File: src/rtl/sgb_pkg.sv
// ----------------------------------------------------------------------------
// sgb_pkg
// Shared types, register indexes and helpers for the separable RGB blur.
// ----------------------------------------------------------------------------
package sgb_pkg;

    localparam int LINES     = 7;
    localparam int ACC_W     = 27;
    localparam int CFG_IDX_W = 3;
    localparam int CFG_DAT_W = 16;

    typedef enum logic [CFG_IDX_W-1:0] {
        REG_IMAGE_WIDTH   = 3'd0,
        REG_IMAGE_HEIGHT  = 3'd1,
        REG_KERNEL_RADIUS = 3'd2,
        REG_COEF_CENTER   = 3'd3,
        REG_COEF_DIST1    = 3'd4,
        REG_COEF_DIST2    = 3'd5,
        REG_COEF_DIST3    = 3'd6
    } sgb_reg_t;

    localparam logic [10:0] RST_IMAGE_WIDTH   = 11'd1024;
    localparam logic [10:0] RST_IMAGE_HEIGHT  = 11'd1024;
    localparam logic [1:0]  RST_KERNEL_RADIUS = 2'd1;
    localparam logic [15:0] RST_COEF_CENTER   = 16'd32768;
    localparam logic [15:0] RST_COEF_DIST1    = 16'd16384;
    localparam logic [15:0] RST_COEF_DIST2    = 16'd0;
    localparam logic [15:0] RST_COEF_DIST3    = 16'd0;

    localparam logic OP_PIXEL = 1'b0;
    localparam logic OP_DRAIN = 1'b1;

    typedef enum logic [3:0] {
        ST_IDLE,
        ST_LOOP,
        ST_ROW,
        ST_ROW_WR,
        ST_COL_RD,
        ST_COL_ACC,
        ST_EMIT,
        ST_NEXT,
        ST_FINISH
    } sgb_state_t;

    typedef struct packed {
        logic accept;
        logic loop_init;
        logic row_tap;
        logic row_store;
        logic col_read;
        logic col_tap;
        logic emit;
        logic next_x;
        logic finish;
    } sgb_cmd_t;

    typedef struct packed {
        logic in_img;
        logic loop_go;
        logic y_ok;
        logic tap_last;
        logic out_free;
    } sgb_status_t;

    // Drop the Q0.16 fraction and clamp to eight bits.
    function automatic logic [7:0] sat8(input logic [ACC_W-1:0] s);
        logic [ACC_W-17:0] q;
        begin
            q = s[ACC_W-1:16];
            sat8 = (q > (ACC_W-16)'(255)) ? 8'hFF : q[7:0];
        end
    endfunction

endpackage

File: src/rtl/sgb_ctrl.sv
// ----------------------------------------------------------------------------
// sgb_ctrl
// Sequencer: walks each item through row taps, line write, column taps, emit.
// ----------------------------------------------------------------------------
module sgb_ctrl (
    input  logic                 clk,
    input  logic                 rst_n,
    input  logic                 s_tvalid,
    output logic                 s_tready,
    input  sgb_pkg::sgb_status_t status,
    output sgb_pkg::sgb_cmd_t    cmd
);
    import sgb_pkg::*;

    sgb_state_t state_reg;
    sgb_state_t state_next;

    always_ff @(posedge clk or negedge rst_n)
    begin
        if (!rst_n)
        begin
            state_reg <= ST_IDLE;
        end
        else
        begin
            state_reg <= state_next;
        end
    end

    always_comb
    begin
        state_next = state_reg;
        case (state_reg)
            ST_IDLE:
            begin
                if (s_tvalid)
                begin
                    state_next = ST_LOOP;
                end
            end
            ST_LOOP:
            begin
                if (!status.loop_go)
                begin
                    state_next = ST_FINISH;
                end
                else if (status.in_img)
                begin
                    state_next = ST_ROW;
                end
                else if (status.y_ok)
                begin
                    state_next = ST_COL_RD;
                end
                else
                begin
                    state_next = ST_NEXT;
                end
            end
            ST_ROW:
            begin
                if (status.tap_last)
                begin
                    state_next = ST_ROW_WR;
                end
            end
            ST_ROW_WR:  state_next = status.y_ok ? ST_COL_RD : ST_NEXT;
            ST_COL_RD:  state_next = ST_COL_ACC;
            ST_COL_ACC: state_next = status.tap_last ? ST_EMIT : ST_COL_RD;
            ST_EMIT:
            begin
                if (status.out_free)
                begin
                    state_next = ST_NEXT;
                end
            end
            ST_NEXT:    state_next = ST_LOOP;
            ST_FINISH:  state_next = ST_IDLE;
            default:    state_next = ST_IDLE;
        endcase
    end

    always_comb
    begin
        cmd      = '0;
        s_tready = 1'b0;
        case (state_reg)
            ST_IDLE:
            begin
                s_tready   = 1'b1;
                cmd.accept = s_tvalid;
            end
            ST_LOOP:    cmd.loop_init = 1'b1;
            ST_ROW:     cmd.row_tap   = 1'b1;
            ST_ROW_WR:  cmd.row_store = 1'b1;
            ST_COL_RD:  cmd.col_read  = 1'b1;
            ST_COL_ACC: cmd.col_tap   = 1'b1;
            ST_EMIT:    cmd.emit      = status.out_free;
            ST_NEXT:    cmd.next_x    = 1'b1;
            ST_FINISH:  cmd.finish    = 1'b1;
            default:    cmd           = '0;
        endcase
    end

endmodule

File: config.mk
export PLATFORM = sky130hd
export DESIGN_NAME = sgb_ctrl
export DESIGN_NICKNAME = d
export VERILOG_FILES = /design/src/rtl/sgb_pkg.sv /design/src/rtl/sgb_ctrl.sv
export SDC_FILE = /design/constraint.sdc
export NUM_CORES = 1
export LEC_CHECK = 0
export ABC_AREA = 1
export BUFFER_PORTS_ARGS = -buffer_cell sky130_fd_sc_hd__buf_4
export CAP_MARGIN = 20
export CORE_AREA = 2 2 39 41
export DETAILED_ROUTE_END_ITERATION = 8
export DIE_AREA = 0 0 41 43
export PLACE_DENSITY_LB_ADDON = 0.08
export SETUP_SLACK_MARGIN = 0.02
export SLEW_MARGIN = 20
export SYNTH_ARGS = -nofsm -noshare
export SYNTH_HDL_FRONTEND = slang
export SYNTH_SLANG_ARGS = --single-unit
File: constraint.sdc
create_clock -name clk -period 1.1 [get_ports clk]
set_input_delay 0.22 -clock clk [delete_from_list [all_inputs] [get_ports clk]]
set_output_delay 0.22 -clock clk [all_outputs]
set_load 0.005 [all_outputs]
# == Word-level counts from Yosys, hierarchy flattened ==
# Cells that the tools add are included.
# word_totals
reg_bits,4
inputBits,8
output_inout_bits,10
# classes
n_eq_ne,11
muxes,18
n_reduce_logical,2
# ops
cell,count
case mux 4 bit (8 select lines),1
== test 4 x 3 -> 1 bit (second input constant),4
two-way mux 4 bit,4
two-way mux 1 bit,10
== test 4 x 2 -> 1 bit (second input constant),2
inequality test 2 bit (second input constant),3
== test 4 x 1 -> 1 bit (second input constant),1
== test 4 bit (second input constant),1
zero test 4 bit,1
two-way mux 2 bit,2
two-way mux 3 bit,1
AND reduction 3 bit,1

# == Longest topological paths before layout ==
# Gate-level depths: netlist of the first run.
# logic_depth
depth_word,4
ltp_mapped,6
depth_no_buf,6

# == Worst setup path before layout of the first run ==
# No wires, ideal clock.
# synth_path
path_kind,register to output
from,reg state_reg[1]
to,out cmd[0] (netlist name)
arrival_ps,815
required_ps,880
setup_slack_ps,65
path_stages_with_launch,4
path_buffers,0
path_cell_list,dfrtp_1 nor2_1 inv_1 nor3_1
# synth_lines
element,line,source
from (decl),sgb_ctrl.sv:15,sgb_state_t state_reg;
from (signal assigned),sgb_ctrl.sv:26,state_reg <= state_next;
to (decl),sgb_ctrl.sv:11,output sgb_pkg::sgb_cmd_t cmd

==> metrics, run 1 <==
Die W just over 40 microns; reg2reg start state_reg[3]$_DFFE_PN0P_; Synth area leaders dfrtp_1, inv_1, nor2_1; Clk Tree Root Cell clkbuf_4; post-synthesis sequential area ratio 28.47%; mean routed wirelength per cell around 9 microns; FF+latch area roughly 110 sq um; area of the core between 1000 and 1500 sq um; worst hold path type input port to register; share of layout cells above drive strength 1 around 60%; Largest register FFs 4; power after layout ~1.7 mW; n_diodes 0; setup ws final -0.2905 ns; CP Capture Type output pin; status complete, but fails checks; worst setup path class register to output pin; Synth cell types 16; commonest non-fill, non-tap cell in the layout buf_4; Comb power frac between 70% and 80%; post-synth top area cell dfrtp_1; clk buf depth 2; Net Sw Frac about 44%; P&R area growth vs syn 87.54%; Antenna Nets Post-Route 0; Slowest-stage cell, CP dfrtp_2; Tightest Pin Transition between 0.15 and 0.2 ns; top-area cell type share of the netlist area 28.47%; Layout Nets between 90 and 100; critical-path cell list nor2_4 -> inv_1 -> nor2_2 -> buf_4; # setup viols final 12; Initial Util approximately 25%; Clock Sinks 4; IO Port Bufs 17; Avg Vias per Cell approximately 4.4; CTS Buf Count 3; most frequent cells in the layout buf_4, inv_1, nor2_1, inv_2, nand2_1; clk_lat worst skew ~0.23 ns; Switch Pwr roughly 0.74 mW; DR pass1 iterations 4; Max IR drop VDD 0.001211 V; Post-Route WL ~950 microns; maxcap violations 0; DP Wirelength between 700 and 800 microns; FP Rows 14; CP required 0.88 ns; antenna violations before repair 0; hold_sp status[3]; Critical Path Source Type register; crit path time final approximately 1.4 ns; Mapped Nets 66; first-pass GRT wire length 1469 microns; die height around 43 microns; setup_tns -2.495 ns; die area approximately 1800 sq um; final hold vios 0; Routability Congestion approximately 0.73; Crit Path Max Fanout 7; Clk pwr share 10.4%; Fill cells approximately 150; Fin Clk Skew around 0.002 ns; CTS clock-pin slew for the worst setup and hold paths ~0.040 ns; Clock H-tree levels 1; Cells after Synth 58; max frequency around 720 MHz; Finished Layout Cells roughly 100; via count approximately 450; internal power about 0.95 mW; Multi-input gate area between 200 and 250 sq um; vias in the first global route between 300 and 400; Slew HR between 80% and 90%; Ys Warns 0; Mapped Area about 350 sq um; total track usage 12.59%; GRT overflow 0; power density over the cells 2568 nW/um^2; RSZ-0062 raised after global routing true; Seq cells post-synth 4; final worst-path cycle share 126.4%; Avg Synthesized Cell Area slightly above 6 sq um; leakage power between 0.3 and 0.4 nW; # placed instances 95; Remaining DRCs 0; number of DRC markers in iteration 0 11; Worst EP arrival between 1 and 1.5 ns; largest net degree at the start of global routing 8; Max Transition Viols Final 0; CTS tree yes; Flop pwr share around a fifth; CP startpoint state_reg[3]$_DFFE_PN0P_; Max stage delay on crit path roughly 0.42 ns; violated checks negative setup slack; I/O pin count 18
==> power groups by stage <==
stage | logic, mW | registers (mW) | clock network (mW)
2_1_floorplan | 0.497 | 0.293 | 0
3_3_place_gp | 0.882 | 0.293 | 0
3_5_place_dp | 0.878 | 0.293 | 0
4_1_cts | 1.02 | 0.291 | 0.182
5_1_grt | 1.31 | 0.340 | 0.190
6_report | 1.19 | 0.330 | 0.176
==> metal layers <==
metal | track usage (%) | routed length, microns | share of wire (%) | up-vias
met2 | 19.38 | 496 | 52 | 19
met5 | 0 | 0 | 0 | -
met3 | 3.141 | 73 | 7.7 | 2
met1 | 14.61 | 368 | 39 | 196
li1 | - | - | - | 236
met4 | 8.000 | 12 | 1.3 | 0
==> logic make-up (layout without fill, tap and decap cells) <==
kind of cell / after synthesis / count (layout) / synth area share (%)
and+or+nand+nor: 33 / 33 / 46.62
DFF: 4 / 4 / 28.47
AOI/OAI and AO/OA: 4 / 4 / 6.761
buffers and inverters: 17 / 47 / 18.15
==> metrics by stage <==
stage | hold slack (ns) | utilization (%) | cell area (sq um) | worst slack (ns)
global route | 0.1522 | 47.65 | 659.4 | -0.3713
finish | 0.1512 | 47.65 | 659.4 | -0.2905
floorplan | -0.07559 | - | 351.6 | 0.06457
CTS | 0.1500 | 43.40 | 600.6 | -0.2947
detailed placement | 0.01818 | 38.25 | 529.3 | -0.06811
global placement | 0.01891 | 38.25 | 529.3 | -0.07121
==> cell type report <==
type	instances	share of cell area, %
clock buffer	3	3.416
tap	16	3.036
sequential	4	15.94
multi-input combinational	37	34.54
inverter	17	9.677
timing repair buffer	27	33.40
==> path summary, 6_finish.rpt <==
kind	to	slack [ns]	cells past startpoint
max	cmd[5]	-0.29	4
min	state_reg[3]$_DFFE_PN0P_	0.15	2
max reg2reg	state_reg[0]$_DFFE_PN0P_	-0.07	6
min reg2reg	state_reg[3]$_DFFE_PN0P_	0.66	3
max in group asynchronous	state_reg[1]$_DFFE_PN0P_	0.65	2
min in group asynchronous	state_reg[2]$_DFFE_PN0P_	0.34	2
==> synth_stat cells <==
| cell | number |
|---|---|
| o21ai_0 | 2 |
| nor3_1 | 1 |
| dfrtp_1 | 4 |
| nand4_1 | 2 |
| nand2_1 | 7 |
| o21ai_1 | 1 |
| inv_2 | 2 |
| clkinv_1 | 1 |
| nand3b_1 | 1 |
| inv_1 | 14 |
| a21oi_2 | 1 |
| nor2_4 | 1 |
| nor2_1 | 9 |
| nand2_2 | 2 |
| nand3_1 | 6 |
| nor2_2 | 4 |
==> what timing repair did <==
item / 4_1_cts / 5_1_grt
resized for setup: 6 / 16
pin swaps: 3 / 4
buffers inserted: 3 / 2
endpoints found under the hold margin: 4 / 0
cloned: 0 / 0
hold buffers: 1 / 0
setup endpoints to repair: 12 / 13
==> critical path: cells and delay by family (launching register included) <==
family	cells	cell delay, ns
and+or+nand+nor	2	0.31
DFF	1	0.42
buffers and inverters	2	0.20
Note: power is estimated with default switching activity, not from simulation.
==> inputs of run 2 (changes only) <==
--- a/config.mk
+++ b/config.mk
@@ -5,7 +5,7 @@
 export SDC_FILE = /design/constraint.sdc
 export NUM_CORES = 1
 export LEC_CHECK = 0
-export ABC_AREA = 1
+export ABC_AREA = 0
 export BUFFER_PORTS_ARGS = -buffer_cell sky130_fd_sc_hd__buf_4
 export CAP_MARGIN = 20
 export CORE_AREA = 2 2 39 41
==> run 2 against run 1 <==
  * Flip-flop and latch count did not move
  * The run still ends with negative setup slack left
  * Critical path type unchanged
  * First-iteration DRC count shrank 55%
  * Sequential power grew 7.6%
  * Largest power group unchanged
  * Highest routed layer is now met3
  * Worst setup slack worse by 0.072 ns
  * Clock skew increased by 0.0035 ns
  * Register-to-register slack got worse by 0.23 ns
  * Utilization up 13 points
==> metrics, run 2 <==
CTS Buf Count 3 (unchanged); CP Capture Type output pin; post-synthesis sequential area ratio 29.20% (+0.73 points); Clock H-tree levels 1 (unchanged); Routability Congestion 0.7520 (+3.6%); top-area cell type share of the netlist area 29.20% (+0.73 points); Cells after Synth 42 (-28%); Remaining DRCs 0 (unchanged); Clock Sinks 4 (unchanged); IO Port Bufs 17 (unchanged); CP required 0.88 ns (about the same); Worst EP arrival 1.24 ns (+0.07 ns); Die W 41 microns (unchanged); die area 1763 sq um (unchanged); commonest non-fill, non-tap cell in the layout buf_4; max frequency 683.6 MHz (-4.9%); Max stage delay on crit path 0.46 ns (+0.04 ns); Max IR drop VDD 0.001370 V (+13%); worst setup path class register to output pin; final core utilization 60.94% (+13 points); DR pass1 iterations 2 (-2); CTS clock-pin slew for the worst setup and hold paths 0.04 ns (about the same); maxcap violations 0 (unchanged); P&R area growth vs syn 146.0%; vias in the first global route 403 (+1.5%); n_diodes 0 (unchanged); reg2reg setup slack -0.30 ns (-0.23 ns); Post-synth top flop dfrtp_1; Mapped Area 342.8 sq um (-2.5%); worst hold path type input port to register; violated checks negative setup slack; Ys Warns 0 (unchanged); internal power 1.378 mW (+44%); worst flop-to-flop path endpoint state_reg[0]$_DFFE_PN0P_; antenna violations before repair 0 (unchanged); first-pass GRT wire length 1704 microns (+16%); Switch Pwr 0.8763 mW (+19%); Net Sw Frac 38.87% (-4.7 points); FP Rows 14 (unchanged); Post-synth EDFFs 0 (unchanged); hold_sp status[3]; most frequent cells in the layout buf_4, buf_6, dfrtp_2; Fin Clk Skew 0.005470 ns (+0.003453 ns); Avg Vias per Cell 4.768 (+9.5%); Max Transition Viols Final 0 (unchanged); clk_lat worst skew 0.23 ns (about the same); DP Worst Slack -0.3133 ns (-0.2452 ns); crit path time final 1.463 ns (+0.07237 ns); critical-path cell list nor4b_4 -> buf_4 -> buf_6; GRT overflow 0 (unchanged); die height 43 microns (unchanged); share of layout cells above drive strength 1 78.48% (+18 points); CTS tree yes; hold-critical path endpoint state_reg[3]$_DFFE_PN0P_; number of DRC markers in iteration 0 5 (-6); post-synth top area cell dfrtp_1; via count 453 (unchanged); power density over the cells 2673 nW/um^2 (+4.1%); Avg Synthesized Cell Area 8.163 sq um (+35%); setup ws final -0.3629 ns (-0.07237 ns); Tightest Pin Transition 0.4566 ns (+0.2633 ns); hold depth 2 (unchanged); mean routed wirelength per cell 12.39 microns (+36%); R2R depth 5 (-1); Flop pwr share 15.7% (-3.8 points); Largest register FFs 4 (unchanged); final hold vios 0 (unchanged); largest net degree at the start of global routing 9 (+1); Clk pwr share 8.0% (-2.4 points); Post-synth top cells dfrtp_1, nand2b_1, nor3_1, clkbuf_1, nor2b_1; Crit Path Max Fanout 5 (-2); DP Wirelength 773.4 microns (+7.0%); Initial Util 24.77% (-0.63 points); total track usage 14.50% (+1.9 points); hold slack 0.1835 ns (+0.03224 ns); clk buf depth 2 (unchanged); Post-Route WL 1177 microns (+24%); Slowest-stage cell, CP dfrtp_2; Synth cell types 22 (+6); Post-synth ARST share 100.0% (unchanged); Antenna Nets Post-Route 0 (unchanged); Synth area leaders dfrtp_1, nand2b_1, nor4b_4; Layout Nets 89 (-9.2%); final worst-path cycle share 133.0% (+6.6 points); Comb power frac 76.2% (+6.1 points); I/O pin count 18 (unchanged); Critical Path Source Type register; # setup viols final 14 (+2); leakage power 0.3713 nW (-1.8%); Mapped Nets 50 (-24%); RSZ-0062 raised after global routing true; area of the core 1384 sq um (unchanged); Clk Tree Root Cell clkbuf_4; status complete, but fails checks; reg2reg start state_reg[1]$_DFFE_PN0P_; Seq cells post-synth 4 (unchanged); Slew HR 69.50% (-18 points)
run 2: cell types whose count changed in the layout (fill, tap and decap cells not counted), moves of 3 or more:
| cell | previous run | this run |
|---|---|---|
| buf_4 | 22 | 26 |
| inv_2 | 5 | 0 |
| buf_6 | 4 | 11 |
| inv_1 | 12 | 2 |
| nor2_2 | 4 | 1 |
| nand2_1 | 5 | 0 |
| nand3_1 | 4 | 0 |
| nor2_1 | 7 | 1 |
| nor2_4 | 3 | 0 |
| nor2b_1 | 0 | 3 |
run 2: cells by family (layout without fill, tap and decap cells):
| kind of cell | count (synthesis) | after routing | share of synthesized area, % |
|---|---|---|---|
| and+or+nand+nor | 24 | 24 | 46.35 |
| AOI/OAI and AO/OA | 8 | 8 | 15.70 |
| buffers and inverters | 6 | 43 | 8.759 |
| DFF | 4 | 4 | 29.20 |
run 2: worst max-delay path by stage:
stage / from / endpoint / slack, ns
6_report: state_reg[1]$_DFFE_PN0P_ / cmd[7] / -0.36
2_1_floorplan: state_reg[3]$_DFFE_PN0P_ / state_reg[0]$_DFFE_PN0P_ / -0.18
3_3_place_gp: state_reg[1]$_DFFE_PN0P_ / state_reg[0]$_DFFE_PN0P_ / -0.33
3_5_place_dp: state_reg[1]$_DFFE_PN0P_ / state_reg[0]$_DFFE_PN0P_ / -0.31
4_1_cts: state_reg[2]$_DFFE_PN0P_ / cmd[7] / -0.36
5_1_grt: state_reg[0]$_DFFE_PN0P_ / cmd[0] / -0.43
run 2: power by group through the flow:
stage                     clock network (mW)  registers, mW  logic [mW]
after global placement                     0          0.326       0.967
after global routing                   0.200          0.369        1.84
final                                  0.181          0.355        1.72
after detailed placement                   0          0.321       0.958
after CTS                              0.190          0.347        1.26
after floorplan                            0          0.271       0.562
run 2: through the flow:
step           TNS, ns  instances  power, mW  instance area [sq um]
2_1_floorplan  -0.3643         42     0.8329                  372.9
3_3_place_gp    -1.778         82      1.293                  568.0
4_1_cts         -3.662         90      1.795                  693.2
3_5_place_dp    -1.563         82      1.279                  568.0
6_report        -3.747         95      2.254                  843.3
5_1_grt         -4.628         95      2.404                  843.3
run 2: critical path: cells and delay by family, from the launching register on:
kind / cells / cell delay [ns]
simple gates: 1 / 0.30
buf+inv: 2 / 0.26
flops: 1 / 0.46
run 2: timing repair:
item	in CTS	in global routing
endpoints found under the hold margin	4	0
gates cloned	0	0
endpoints found under the setup margin	13	14
pin swaps	5	9
resized for setup	17	23
setup buffers	4	7
hold buffers	1	0
run 2: per-layer routing:
metal | routed length (microns) | GRT usage (%) | share of wire [%]
met4 | 0 | 8.000 | 0
met2 | 657 | 24.69 | 56
met1 | 442 | 16.23 | 38
met5 | 0 | 0 | 0
met3 | 77 | 1.571 | 6.5
run 2: layout make-up:
cell class,count,area [sq um]
clock buffer,3,22.52
fill,129,540.5
inverter,2,7.507
multi-input combinational,32,359.1
sequential,4,105.1
tap,16,20.02
timing repair buffer,38,329.1
